## src/hdl/sflm_pkg.sv

```systemverilog
// Shared types, codes and defaults of the segregated free-list manager.
`default_nettype none
package sflm_pkg;

    localparam int BUCKET_COUNT_DEF = 2048;
    localparam int NODE_BITS_DEF    = 16;
    localparam int BM_WORD_W        = 32;
    localparam int BIT_SEL_W        = 5;

    localparam int KIND_W    = 2;
    localparam int SIZE_W    = 24;
    localparam int SEL_W     = 11;
    localparam int NODE_W    = 16;
    localparam int FOUND_W   = 11;
    localparam int STATUS_W  = 2;

    localparam logic [KIND_W-1:0] KIND_FIND = 2'd0;
    localparam logic [KIND_W-1:0] KIND_DEQ  = 2'd1;
    localparam logic [KIND_W-1:0] KIND_ENQ  = 2'd2;
    localparam logic [KIND_W-1:0] KIND_REM  = 2'd3;

    localparam logic [STATUS_W-1:0] STS_OK    = 2'd0;
    localparam logic [STATUS_W-1:0] STS_EMPTY = 2'd1;
    localparam logic [STATUS_W-1:0] STS_NONE  = 2'd2;

    // link memory address sources
    localparam logic [1:0] ADR_NODE = 2'd0;
    localparam logic [1:0] ADR_HEAD = 2'd1;
    localparam logic [1:0] ADR_PREV = 2'd2;
    localparam logic [1:0] ADR_NEXT = 2'd3;

    // write data sources
    localparam logic [2:0] DAT_ZERO = 3'd0;
    localparam logic [2:0] DAT_NODE = 3'd1;
    localparam logic [2:0] DAT_HEAD = 3'd2;
    localparam logic [2:0] DAT_NEXT = 3'd3;
    localparam logic [2:0] DAT_PREV = 3'd4;

    typedef struct packed {
        logic [KIND_W-1:0] kind;
        logic [SIZE_W-1:0] size_aus;
        logic [SEL_W-1:0]  bucket_sel;
        logic [NODE_W-1:0] node_index;
    } in_item_t;

    typedef struct packed {
        logic [FOUND_W-1:0]  bucket_found;
        logic [NODE_W-1:0]   node_taken;
        logic [STATUS_W-1:0] status;
    } out_item_t;

    typedef struct packed {
        logic                clr;
        logic                load;
        logic                hd_rd;
        logic                hd_wr;
        logic [2:0]          hd_dsel;
        logic                ln_rd;
        logic [1:0]          ln_raddr;
        logic                nx_wr;
        logic [1:0]          nx_addr;
        logic [2:0]          nx_dsel;
        logic                pv_wr;
        logic [1:0]          pv_addr;
        logic [2:0]          pv_dsel;
        logic                bm_rd_start;
        logic                bm_rd_step;
        logic                bm_wr;
        logic                found_cap;
        logic                res_load;
        logic [STATUS_W-1:0] res_status;
    } cmd_t;

    typedef struct packed {
        logic [KIND_W-1:0] kind;
        logic              oob;
        logic              node_ok;
        logic              hd_zero;
        logic              nx_zero;
        logic              pv_zero;
        logic              hit;
        logic              last_word;
        logic              clr_last;
    } sts_t;

endpackage
`default_nettype wire

```

## src/hdl/sflm_ctrl.sv

```systemverilog
// Controller: sequences memory reads and writes for each operation.
`default_nettype none
module sflm_ctrl (
    input  wire logic           clk,
    input  wire logic           rst_n,
    input  wire logic           in_valid,
    output logic                in_ready,
    output logic                out_valid,
    input  wire logic           out_ready,
    input  wire sflm_pkg::sts_t sts,
    output sflm_pkg::cmd_t      cmd
);
    localparam logic [3:0] ST_CLR  = 4'd0;
    localparam logic [3:0] ST_IDLE = 4'd1;
    localparam logic [3:0] ST_DISP = 4'd2;
    localparam logic [3:0] ST_F1   = 4'd3;
    localparam logic [3:0] ST_D1   = 4'd4;
    localparam logic [3:0] ST_D2   = 4'd5;
    localparam logic [3:0] ST_D3   = 4'd6;
    localparam logic [3:0] ST_E1   = 4'd7;
    localparam logic [3:0] ST_E2   = 4'd8;
    localparam logic [3:0] ST_R1   = 4'd9;
    localparam logic [3:0] ST_R2   = 4'd10;
    localparam logic [3:0] ST_R3   = 4'd11;
    localparam logic [3:0] ST_BM0  = 4'd12;
    localparam logic [3:0] ST_BM1  = 4'd13;
    localparam logic [3:0] ST_RES  = 4'd14;

    logic [3:0]                    state_reg, state_next;
    logic [sflm_pkg::STATUS_W-1:0] st_reg, st_next;
    logic                          ov_reg, ov_next;

    always_ff @(posedge clk or negedge rst_n)
    begin
        if (!rst_n)
        begin
            state_reg <= ST_CLR;
            st_reg    <= sflm_pkg::STS_OK;
            ov_reg    <= 1'b0;
        end
        else
        begin
            state_reg <= state_next;
            st_reg    <= st_next;
            ov_reg    <= ov_next;
        end
    end

    always_comb
    begin
        state_next     = state_reg;
        st_next        = st_reg;
        ov_next        = ov_reg && !out_ready;
        cmd            = '0;
        cmd.res_status = st_reg;
        case (state_reg)
            ST_CLR:
            begin
                cmd.clr = 1'b1;
                if (sts.clr_last)
                begin
                    state_next = ST_IDLE;
                end
            end
            ST_IDLE:
            begin
                if (in_valid)
                begin
                    cmd.load   = 1'b1;
                    state_next = ST_DISP;
                end
            end
            ST_DISP:
            begin
                st_next = sflm_pkg::STS_OK;
                case (sts.kind)
                    sflm_pkg::KIND_FIND:
                    begin
                        cmd.bm_rd_start = 1'b1;
                        state_next      = ST_F1;
                    end
                    sflm_pkg::KIND_DEQ:
                    begin
                        if (sts.oob)
                        begin
                            st_next    = sflm_pkg::STS_EMPTY;
                            state_next = ST_RES;
                        end
                        else
                        begin
                            cmd.hd_rd  = 1'b1;
                            state_next = ST_D1;
                        end
                    end
                    sflm_pkg::KIND_ENQ:
                    begin
                        if (!sts.node_ok)
                        begin
                            state_next = ST_RES;
                        end
                        else
                        begin
                            cmd.hd_rd  = 1'b1;
                            state_next = ST_E1;
                        end
                    end
                    default:
                    begin
                        if (!sts.node_ok)
                        begin
                            state_next = ST_RES;
                        end
                        else
                        begin
                            cmd.ln_rd    = 1'b1;
                            cmd.ln_raddr = sflm_pkg::ADR_NODE;
                            state_next   = ST_R1;
                        end
                    end
                endcase
            end
            ST_F1:
            begin
                if (sts.hit)
                begin
                    cmd.found_cap = 1'b1;
                    state_next    = ST_RES;
                end
                else if (sts.last_word)
                begin
                    st_next    = sflm_pkg::STS_NONE;
                    state_next = ST_RES;
                end
                else
                begin
                    cmd.bm_rd_step = 1'b1;
                end
            end
            ST_D1:
            begin
                if (sts.hd_zero)
                begin
                    st_next    = sflm_pkg::STS_EMPTY;
                    state_next = ST_RES;
                end
                else
                begin
                    cmd.ln_rd    = 1'b1;
                    cmd.ln_raddr = sflm_pkg::ADR_HEAD;
                    state_next   = ST_D2;
                end
            end
            ST_D2:
            begin
                cmd.hd_wr   = 1'b1;
                cmd.hd_dsel = sflm_pkg::DAT_NEXT;
                cmd.nx_wr   = 1'b1;
                cmd.nx_addr = sflm_pkg::ADR_HEAD;
                cmd.nx_dsel = sflm_pkg::DAT_ZERO;
                cmd.pv_wr   = 1'b1;
                cmd.pv_addr = sflm_pkg::ADR_HEAD;
                cmd.pv_dsel = sflm_pkg::DAT_ZERO;
                state_next  = sts.nx_zero ? ST_BM0 : ST_D3;
            end
            ST_D3:
            begin
                cmd.pv_wr   = 1'b1;
                cmd.pv_addr = sflm_pkg::ADR_NEXT;
                cmd.pv_dsel = sflm_pkg::DAT_ZERO;
                state_next  = ST_RES;
            end
            ST_E1:
            begin
                cmd.hd_wr   = 1'b1;
                cmd.hd_dsel = sflm_pkg::DAT_NODE;
                cmd.nx_wr   = 1'b1;
                cmd.nx_addr = sflm_pkg::ADR_NODE;
                cmd.nx_dsel = sflm_pkg::DAT_HEAD;
                cmd.pv_wr   = 1'b1;
                cmd.pv_addr = sflm_pkg::ADR_NODE;
                cmd.pv_dsel = sflm_pkg::DAT_ZERO;
                state_next  = sts.hd_zero ? ST_BM0 : ST_E2;
            end
            ST_E2:
            begin
                cmd.pv_wr   = 1'b1;
                cmd.pv_addr = sflm_pkg::ADR_HEAD;
                cmd.pv_dsel = sflm_pkg::DAT_NODE;
                state_next  = ST_RES;
            end
            ST_R1:
            begin
                if (sts.pv_zero)
                begin
                    cmd.hd_wr   = 1'b1;
                    cmd.hd_dsel = sflm_pkg::DAT_NEXT;
                end
                else
                begin
                    cmd.nx_wr   = 1'b1;
                    cmd.nx_addr = sflm_pkg::ADR_PREV;
                    cmd.nx_dsel = sflm_pkg::DAT_NEXT;
                end
                state_next = ST_R2;
            end
            ST_R2:
            begin
                cmd.nx_wr   = 1'b1;
                cmd.nx_addr = sflm_pkg::ADR_NODE;
                cmd.nx_dsel = sflm_pkg::DAT_ZERO;
                cmd.pv_wr   = 1'b1;
                cmd.pv_addr = sflm_pkg::ADR_NODE;
                cmd.pv_dsel = sflm_pkg::DAT_ZERO;
                if (!sts.nx_zero)
                begin
                    state_next = ST_R3;
                end
                else if (sts.pv_zero)
                begin
                    state_next = ST_BM0;
                end
                else
                begin
                    state_next = ST_RES;
                end
            end
            ST_R3:
            begin
                cmd.pv_wr   = 1'b1;
                cmd.pv_addr = sflm_pkg::ADR_NEXT;
                cmd.pv_dsel = sflm_pkg::DAT_PREV;
                state_next  = ST_RES;
            end
            ST_BM0:
            begin
                cmd.bm_rd_start = 1'b1;
                state_next      = ST_BM1;
            end
            ST_BM1:
            begin
                cmd.bm_wr  = 1'b1;
                state_next = ST_RES;
            end
            ST_RES:
            begin
                if (!ov_reg || out_ready)
                begin
                    cmd.res_load = 1'b1;
                    ov_next      = 1'b1;
                    state_next   = ST_IDLE;
                end
            end
            default:
            begin
                state_next = ST_IDLE;
            end
        endcase
    end

    assign in_ready  = (state_reg == ST_IDLE);
    assign out_valid = ov_reg;
endmodule
`default_nettype wire

```

## config.mk

```make
export PLATFORM = sky130hd
export DESIGN_NAME = sflm_ctrl
export DESIGN_NICKNAME = d
export VERILOG_FILES = /design/src/hdl/sflm_pkg.sv /design/src/hdl/sflm_ctrl.sv
export SDC_FILE = /design/constraint.sdc
export NUM_CORES = 1
export LEC_CHECK = 0
export ABC_AREA = 1
export BUFFER_PORTS_ARGS = -buffer_cell sky130_fd_sc_hd__buf_4
export CORE_AREA = 2 2 46 48
export DETAILED_ROUTE_END_ITERATION = 6
export DIE_AREA = 0 0 48 50
export PLACE_DENSITY = 0.93
export SYNTH_ARGS = -nofsm -noshare
export SYNTH_HDL_FRONTEND = slang
export SYNTH_SLANG_ARGS = --single-unit
```

## constraint.sdc

```tcl
create_clock -name clk -period 3.2 [get_ports clk]
set_clock_uncertainty 0.15 [all_clocks]
set_input_delay 0 -clock clk [delete_from_list [all_inputs] [get_ports clk]]
set_output_delay 0 -clock clk [all_outputs]
set_load 0.01 [all_outputs]
```

==> results of run 1 <==
Yosys cell counts:
cell      count  area [um^2]
nand3b_1      1         7.51
buf_4         6         45.0
o211ai_1      2         15.0
dfrtp_1       7          175
ha_1          5         62.6
or2_2         1         6.26
nand3_1      11         55.1
o21ai_0       8         40.0
nor2_1       26         97.6
nand2_2       1         6.26
o21a_1        1         7.51
o21ai_1       4         20.0
inv_1        26         97.6
nand2_1      54          203
a22oi_1       1         7.51
o21bai_1      1         7.51
inv_2         3         11.3
nor2_2        1         6.26
nor3_1        1         5.00
a21oi_1       3         15.0
nor2_4        1         11.3
conb_1        1         3.75
per-stage QoR:
stage / instances / area [um^2]
after floorplan: 168 / 917
after global placement: 229 / 1210
after detailed placement: 229 / 1210
after CTS: 236 / 1260
after global routing: 236 / 1260
final: 236 / 1260
worst register-to-register path, stage by stage (launching register included):
cell and delay, ps:
dfrtp_1 430, nor2_1 370, nand2_1 120, inv_1 100, nand2_1 60, nand2_1 70
inv_1 40, nand2_1 70, inv_2 50, nand2_1 70, nand2_1 50
layer usage:
layer	track usage (%)	wire, um
met4	6.76	63
met3	5.49	155
met5	0	0
met1	28.4	1050
met2	35.8	1170
power by group:
group          total (mW)  internal [mW]  leakage (nW)  switching [mW]
sequential          0.186          0.132        0.0896          0.0538
combinational       0.727          0.292         0.696           0.435
clock              0.0850         0.0479        0.0150          0.0371
total               0.998          0.472         0.801           0.526
cells in the final DEF (no fill, tap or decap), types with 2 or more instances in the layout:
master         Yosys  final
inv_2              3      3
buf_4              6     40
nor2_1            26     26
o21ai_0            8      8
a21oi_1            3      3
o211ai_1           2      2
nand3_1           11     11
conb_1             1      4
o21ai_1            4      4
nand2_1           54     54
inv_1             26     26
ha_1               5      5
dlygate4sd3_1      0      3
clkbuf_4           0      3
dfrtp_1            7      7
final cells by class:
cell class                 instances  area [um^2]  area share (%)
multi-input combinational        126          588            46.6
timing repair buffer              43          330            26.2
sequential                         7          175            13.9
inverter                          29          109            8.62
tap                               27         33.8            2.68
clock buffer                       4         26.3            2.08
worst paths after layout:
| kind | startpoint | to | slack (ps) |
|---|---|---|---|
| hold reg to reg | st_reg[0]$_DFFE_PN0P_ | st_reg[0]$_DFFE_PN0P_ | 350 |
| hold / removal | sts[1] | state_reg[1]$_DFFE_PN0P_ | 7 |
| max in group asynchronous | rst_n | st_reg[0]$_DFFE_PN0P_ | 2060 |
| setup / recovery | state_reg[1]$_DFFE_PN0P_ | cmd[26] | 1480 |
| min in group asynchronous | rst_n | state_reg[3]$_DFFE_PN0P_ | 580 |
| setup reg to reg | state_reg[1]$_DFFE_PN0P_ | state_reg[2]$_DFFE_PN0P_ | 1510 |
cell families (layout without fill, tap and decap cells):
| group | after synthesis | in the layout | share of synthesized area [%] |
|---|---|---|---|
| adders and majority gates | 5 | 5 | 6.91 |
| DFF | 7 | 7 | 19.3 |
| other | 1 | 4 | 0.414 |
| and+or+nand+nor | 97 | 97 | 43.9 |
| buffers and inverters | 35 | 76 | 17.0 |
| AOI/OAI and AO/OA | 20 | 20 | 12.4 |
==> flow_summary.yaml, run 1 <==
status:
  status: "complete, no violations"
drt:
  drtIter0Drc: 30
  postRouteAntennaNets: 0
  drc: 0
  drt_wl_total_um: 2440
  dr.pass1.iters: 4
  viasPerCell: 4.83
  via_count: 1139
  wire_per_inst_um: 10.3
worst_setup_path:
  critical_path_cell_count: 7
  cp_max_fo: 5
  slowest_stage: "dfrtp_1"
  slowest_delay_ps: 420
  critPathTopFamily: "simple AND/OR/NAND/NOR gates"
  arrival_ps: 1570
  critical_path.endpoint_type: "primary output"
  critPathLaunchType: "flop"
  path_cells: "inv_1, nor2_1, nand2_1, inv_1, nand2_1, nor2_1, buf_4"
  critPathBufInv: 3
  critical_path_class: "flop to primary output"
  required_ps: 3050
  rr_worst_depth: 10
floorplanning:
  dieArea_um2: 2400
  coreArea_um2: 1900
  die_w_um: 48
  start_util_pct: 47.6
  rows: 16
  io_pins: 45
  die_h_um: 50
timing:
  rsz0062_at_grt: "no"
  clock.fmax_ghz: 0.581
  layout_setup_ws_ps: 1480
  tns_ps: 0
  timing.final.crit_share_pct: 53.7
  slew_violations: 0
  fin_hold_ws_ps: 7.43
  setup-violations-final: 0
  hold_viol_final: 0
  finalCriticalPeriod_ps: 1720
grt:
  grt_pass1_wl_um: 3930
  grt.total_usage_pct: 22.3
  grt_pass1_vias: 992
  grt_max_degree: 9
  antenna_found_initial: 0
  overflow: 0
clock_tree:
  clockRootBuffer: "clkbuf_4"
  post_cts_buffers: 0
  insertion_delay_ps: 260
  htreeDepth: 1
  cts_tree: "yes"
  numCtsBuffers: 3
  clk_pin_slew_worst_paths_ps: 50
  clock_sinks: 7
  post_cts_resized: 0
  ctsLongestPathBuffers: 2
  postCtsHoldBufs: 3
placed_design:
  place_congestion: 0.969
  io_buffers: 40
  hpwl_um: 2010
  preCtsSetupSlack_ps: 1540
pwr:
  vdd_drop_max_uv: 491
  powerDensity_nw_per_um2: 791
  p_leak_nw: 0.801
  total_power_mw: 0.998
synth:
  synth-seq-area-share_pct: 19.3
  ys_types: 22
  synthCells: 165
  syn_area_um2: 906
  yosysWarningCount: 0
  yosys_register_bits: 7
  syn_area_per_cell_um2: 5.49
hold_path:
  hold_class: "input port to flop"
  hold_path_depth: 6
final_layout:
  fill_cells: 194
  fin_util_pct: 66.4
  final_nets: 229
  largest_reg_flops: 4
  area_growth_pct: 39.4
  num_antenna_cells: 0
  drive_gt1_share_pct: 23.9
job:
  drv_cap: 0
Note: power is estimated with default switching activity, not from simulation.
==> run 2, diff against run 1 <==
- CORE_AREA: 2 2 46 48 -> 2 2 48 50
- DIE_AREA: 0 0 48 50 -> 0 0 50 52
- PLACE_DENSITY: 0.93 -> 0.87
- clock period: 3.2 -> 1.8 ns (I/O delays scaled with it)
==> flow_summary.yaml, run 2 (synthesis gave the netlist of run 1 again) <==
status:
  status: "complete, no violations"
clock_tree:
  numCtsBuffers: 3
  ctsLongestPathBuffers: 2
  post_cts_buffers: 0
  insertion_delay_ps: 250
  cts_tree: "yes"
  htreeDepth: 1
  clk_pin_slew_worst_paths_ps: 50
  clockRootBuffer: "clkbuf_4"
  clock_sinks: 7
floorplanning:
  dieArea_um2: 2600
  die_h_um: 52
  die_w_um: 50
  rows: 17
  io_pins: 45
  start_util_pct: 43.0
  coreArea_um2: 2110
worst_setup_path:
  critical_path_class: "flop to primary output"
  path_cells: "inv_1, nor2_1, nand2_1, o21ai_0, buf_4"
  cp_max_fo: 5
  critPathLaunchType: "flop"
  arrival_ps: 1590
  slowest_delay_ps: 420
  required_ps: 1650
  slowest_stage: "dfrtp_1"
  critical_path.endpoint_type: "primary output"
grt:
  grt_pass1_wl_um: 3960
  grt.total_usage_pct: 19.7
  antenna_found_initial: 0
  grt_max_degree: 9
  grt_pass1_vias: 958
  overflow: 0
final_layout:
  multi_input_comb_area_um2: 593
  drive_gt1_share_pct: 25.8
  fill_cells: 228
  regArea_um2: 178
  final_nets: 229
  area_growth_pct: 40.3
  num_antenna_cells: 0
  final_common_cell: "nand2_1"
  largest_reg_flops: 4
  final_cell_mix: "54 x nand2_1, 40 x buf_4, 26 x inv_1"
pwr:
  switching_share_pct: 52.4
  intPower_mw: 0.851
  vdd_drop_max_uv: 774
  power.switching_mw: 0.936
  pwr-share-clk_pct: 8.1
  total_power_mw: 1.79
  p_leak_nw: 0.800
  pwr-share-comb_pct: 72.9
  seqPwrFrac_pct: 19.0
  powerDensity_nw_per_um2: 1410
hold_path:
  hold_class: "input port to flop"
timing:
  setup-violations-final: 0
  hold_viol_final: 0
  finalCriticalPeriod_ps: 1740
  timing.final.crit_share_pct: 96.6
  slew_violations: 0
  fin_hold_ws_ps: 8.24
  layout_setup_ws_ps: 60.3
  rsz0062_at_grt: "yes"
  clock.fmax_ghz: 0.575
drt:
  via_count: 1123
  drc: 0
  drtIter0Drc: 38
  postRouteAntennaNets: 0
  drt_wl_total_um: 2460
  dr.pass1.iters: 4
  wire_per_inst_um: 10.4
  viasPerCell: 4.74
placed_design:
  place_congestion: 0.949
  io_buffers: 40
  preCtsSetupSlack_ps: 138
  hpwl_um: 1970
job:
  drv_cap: 0
run 2: worst max-delay path, delay by kind of cell, from the launching register on:
family	cells	cell delay, ps
DFF	1	420
and+or+nand+nor	2	400
buffers and inverters	2	280
AOI/OAI and AO/OA	1	240
run 2: what timing repair did:
| action | in CTS | in global routing |
|---|---|---|
| resized for setup | 0 | 4 |
| hold buffers | 3 | 0 |
| endpoints found under the hold margin | 10 | 0 |
| setup endpoints to repair | 0 | 12 |
run 2: final timing paths:
kind	to	cells after the start	slack (ps)	start
min reg2reg	st_reg[0]$_DFFE_PN0P_	2	370	st_reg[0]$_DFFE_PN0P_
max reg2reg	state_reg[3]$_DFFE_PN0P_	9	210	state_reg[2]$_DFFE_PN0P_
min in group asynchronous	state_reg[0]$_DFFE_PN0P_	3	570	rst_n
max in group asynchronous	state_reg[2]$_DFFE_PN0P_	3	660	rst_n
min	state_reg[1]$_DFFE_PN0P_	6	8	sts[1]
max	cmd[6]	5	60	state_reg[1]$_DFFE_PN0P_
run 2: stage by stage:
| step | area [um^2] | TNS (ps) | cells | util, % |
|---|---|---|---|---|
| 3_3_place_gp | 1210 | 0 | 230 | 57.3 |
| 6_report | 1270 | 0 | 237 | 60.4 |
| 4_1_cts | 1260 | 0 | 237 | 60.0 |
| 3_5_place_dp | 1210 | 0 | 230 | 57.3 |
| 5_1_grt | 1270 | -111 | 237 | 60.4 |
| 2_1_floorplan | 917 | 0 | 168 | - |
run 2: cell type report:
type	count	share of cell area [%]
Multi-Input combinational cell	126	46.7
Clock buffer	4	2.07
Inverter	29	8.56
Tap cell	28	2.76
Sequential cell	7	14.0
Timing Repair Buffer	43	26.0
run 2: power groups by stage:
stage | sequential [mW] | clock [mW] | combinational, mW
finish | 0.339 | 0.145 | 1.30
floorplan | 0.323 | 0 | 0.819
global placement | 0.324 | 0 | 1.28
detailed placement | 0.326 | 0 | 1.28
global route | 0.353 | 0.164 | 1.47
CTS | 0.324 | 0.147 | 1.29
run 2: layer usage:
layer  vias to the layer above  global-route usage, %  share of wire [%]
met2                        40                   34.6                 48
li1                        585                      -                  -
met4                         0                   7.41                1.1
met1                       494                   24.5                 45
met3                         4                   2.59                5.3
met5                         -                      0                  0
==> run 3, diff against run 2 <==
- RECOVER_POWER: unset -> 100
==> flow_summary.yaml, run 3 (synthesis gave the netlist of run 1 again) <==
pwr:
  vdd_drop_max_uv: 712
  p_leak_nw: 0.744
  powerDensity_nw_per_um2: 1410
worst_setup_path:
  path_cells: "inv_1, nor2_1, nand2_1, inv_1, nand2_1, nor2_1, buf_4"
  critPathBufInv: 3
  critPathLaunchType: "flop"
  slowest_delay_ps: 430
  critPathLaunch: "state_reg[1]$_DFFE_PN0P_"
  r2r-start: "state_reg[1]$_DFFE_PN0P_"
  critical_path_class: "flop to primary output"
  arrival_ps: 1580
  slowest_stage: "dfrtp_1"
  cp_max_fo: 5
  critical_path.endpoint_type: "primary output"
  critPathTopFamily: "simple AND/OR/NAND/NOR gates"
  required_ps: 1650
final_layout:
  largest_reg_flops: 4
  final_nets: 229
  regArea_um2: 178
  area_growth_pct: 34.7
  final_common_cell: "nand2_1"
  multi_input_comb_area_um2: 591
  final_cell_mix: "54 x nand2_1, 27 x inv_1, 25 x nor2_1, 25 x buf_4, 14 x clkbuf_1"
  num_antenna_cells: 0
  fill_cells: 238
  drive_gt1_share_pct: 18.7
clock_tree:
  ctsLongestPathBuffers: 2
  htreeDepth: 1
  post_cts_buffers: 0
  cts_tree: "yes"
  numCtsBuffers: 3
  clockRootBuffer: "clkbuf_4"
  insertion_delay_ps: 250
  clock_sinks: 7
  clk_pin_slew_worst_paths_ps: 50
timing:
  finalCriticalPeriod_ps: 1730
  slew_violations: 0
  clock.fmax_ghz: 0.578
  hold_viol_final: 0
  layout_setup_ws_ps: 69.7
  setup-violations-final: 0
  timing.final.crit_share_pct: 96.1
  rsz0062_at_grt: "yes"
  tns_ps: 0
floorplanning:
  die_h_um: 52
  rows: 17
  dieArea_um2: 2600
  coreArea_um2: 2110
  die_w_um: 50
  io_pins: 45
  start_util_pct: 43.0
hold_path:
  worstHoldStart: "sts[1]"
  hold_class: "input port to flop"
grt:
  grt_max_degree: 9
  grt.total_usage_pct: 19.7
  grt_pass1_wl_um: 3960
  overflow: 0
  antenna_found_initial: 0
  grt_pass1_vias: 958
drt:
  via_count: 1121
  drc: 0
  dr.pass1.iters: 4
  viasPerCell: 4.73
  postRouteAntennaNets: 0
  wire_per_inst_um: 10.4
  drtIter0Drc: 41
  drt_wl_total_um: 2470
placed_design:
  hpwl_um: 1970
  io_buffers: 40
  preCtsSetupSlack_ps: 138
  place_congestion: 0.949
job:
  drv_cap: 0
status:
  status: "complete, no violations"
==> run 3: worst reg2reg max path, delay by kind of cell (launching register included) <==
kind | cells | cell delay [ps]
DFF | 1 | 430
buffers and inverters | 1 | 150
and+or+nand+nor | 6 | 670
AOI/OAI and AO/OA | 1 | 160
==> run 3: metrics by stage <==
stage               std cells  utilization (%)  power [mW]  hold WS, ps  cell area, um^2
floorplan                 168                -        1.14         -446              917
global placement          230             57.3        1.61         -334             1210
detailed placement        230             57.3        1.61         -334             1210
CTS                       237             60.0        1.76         2.74             1260
global route              237             57.9        1.91         40.7             1220
finish                    237             57.9        1.72         6.74             1220
==> run 3: worst paths after layout <==
kind                                             to  slack [ps]  cells after the start
min reg2reg                   st_reg[0]$_DFFE_PN0P_         360                      2
max reg2reg                state_reg[3]$_DFFE_PN0P_         130                      8
max in group asynchronous  state_reg[2]$_DFFE_PN0P_         650                      3
min in group asynchronous  state_reg[0]$_DFFE_PN0P_         580                      3
min                        state_reg[1]$_DFFE_PN0P_           7                      6
max                                         cmd[26]          70                      7
==> run 3: timing repair <==
| item | 4_1_cts | 5_1_grt |
|---|---|---|
| setup endpoints to repair | 0 | 12 |
| hold endpoints to repair | 10 | 0 |
| hold buffers | 3 | 0 |
| resized for setup | 0 | 4 |
==> run 3: routing by layer <==
layer	up-vias	share of wire (%)	GRT usage, %
li1	583	-	-
met1	488	46	24.5
met2	45	47	34.6
met3	5	6.0	2.59
met4	0	1.4	7.41
met5	-	0	0
==> run 3: final cells by class <==
cell class                      instances  share of cell area [%]
Tap cell                               28                    2.87
Multi-Input combinational cell        126                    48.4
Clock buffer                            4                    2.15
Timing Repair Buffer                   43                    23.1
Sequential cell                         7                    14.6
Inverter                               29                    8.92
==> run 3: where the power goes <==
part,switching [mW],leakage [nW],internal (mW),total [mW]
registers,0.0992,0.0874,0.240,0.339
logic,0.773,0.641,0.460,1.23
clock network,0.0599,0.0150,0.0847,0.145
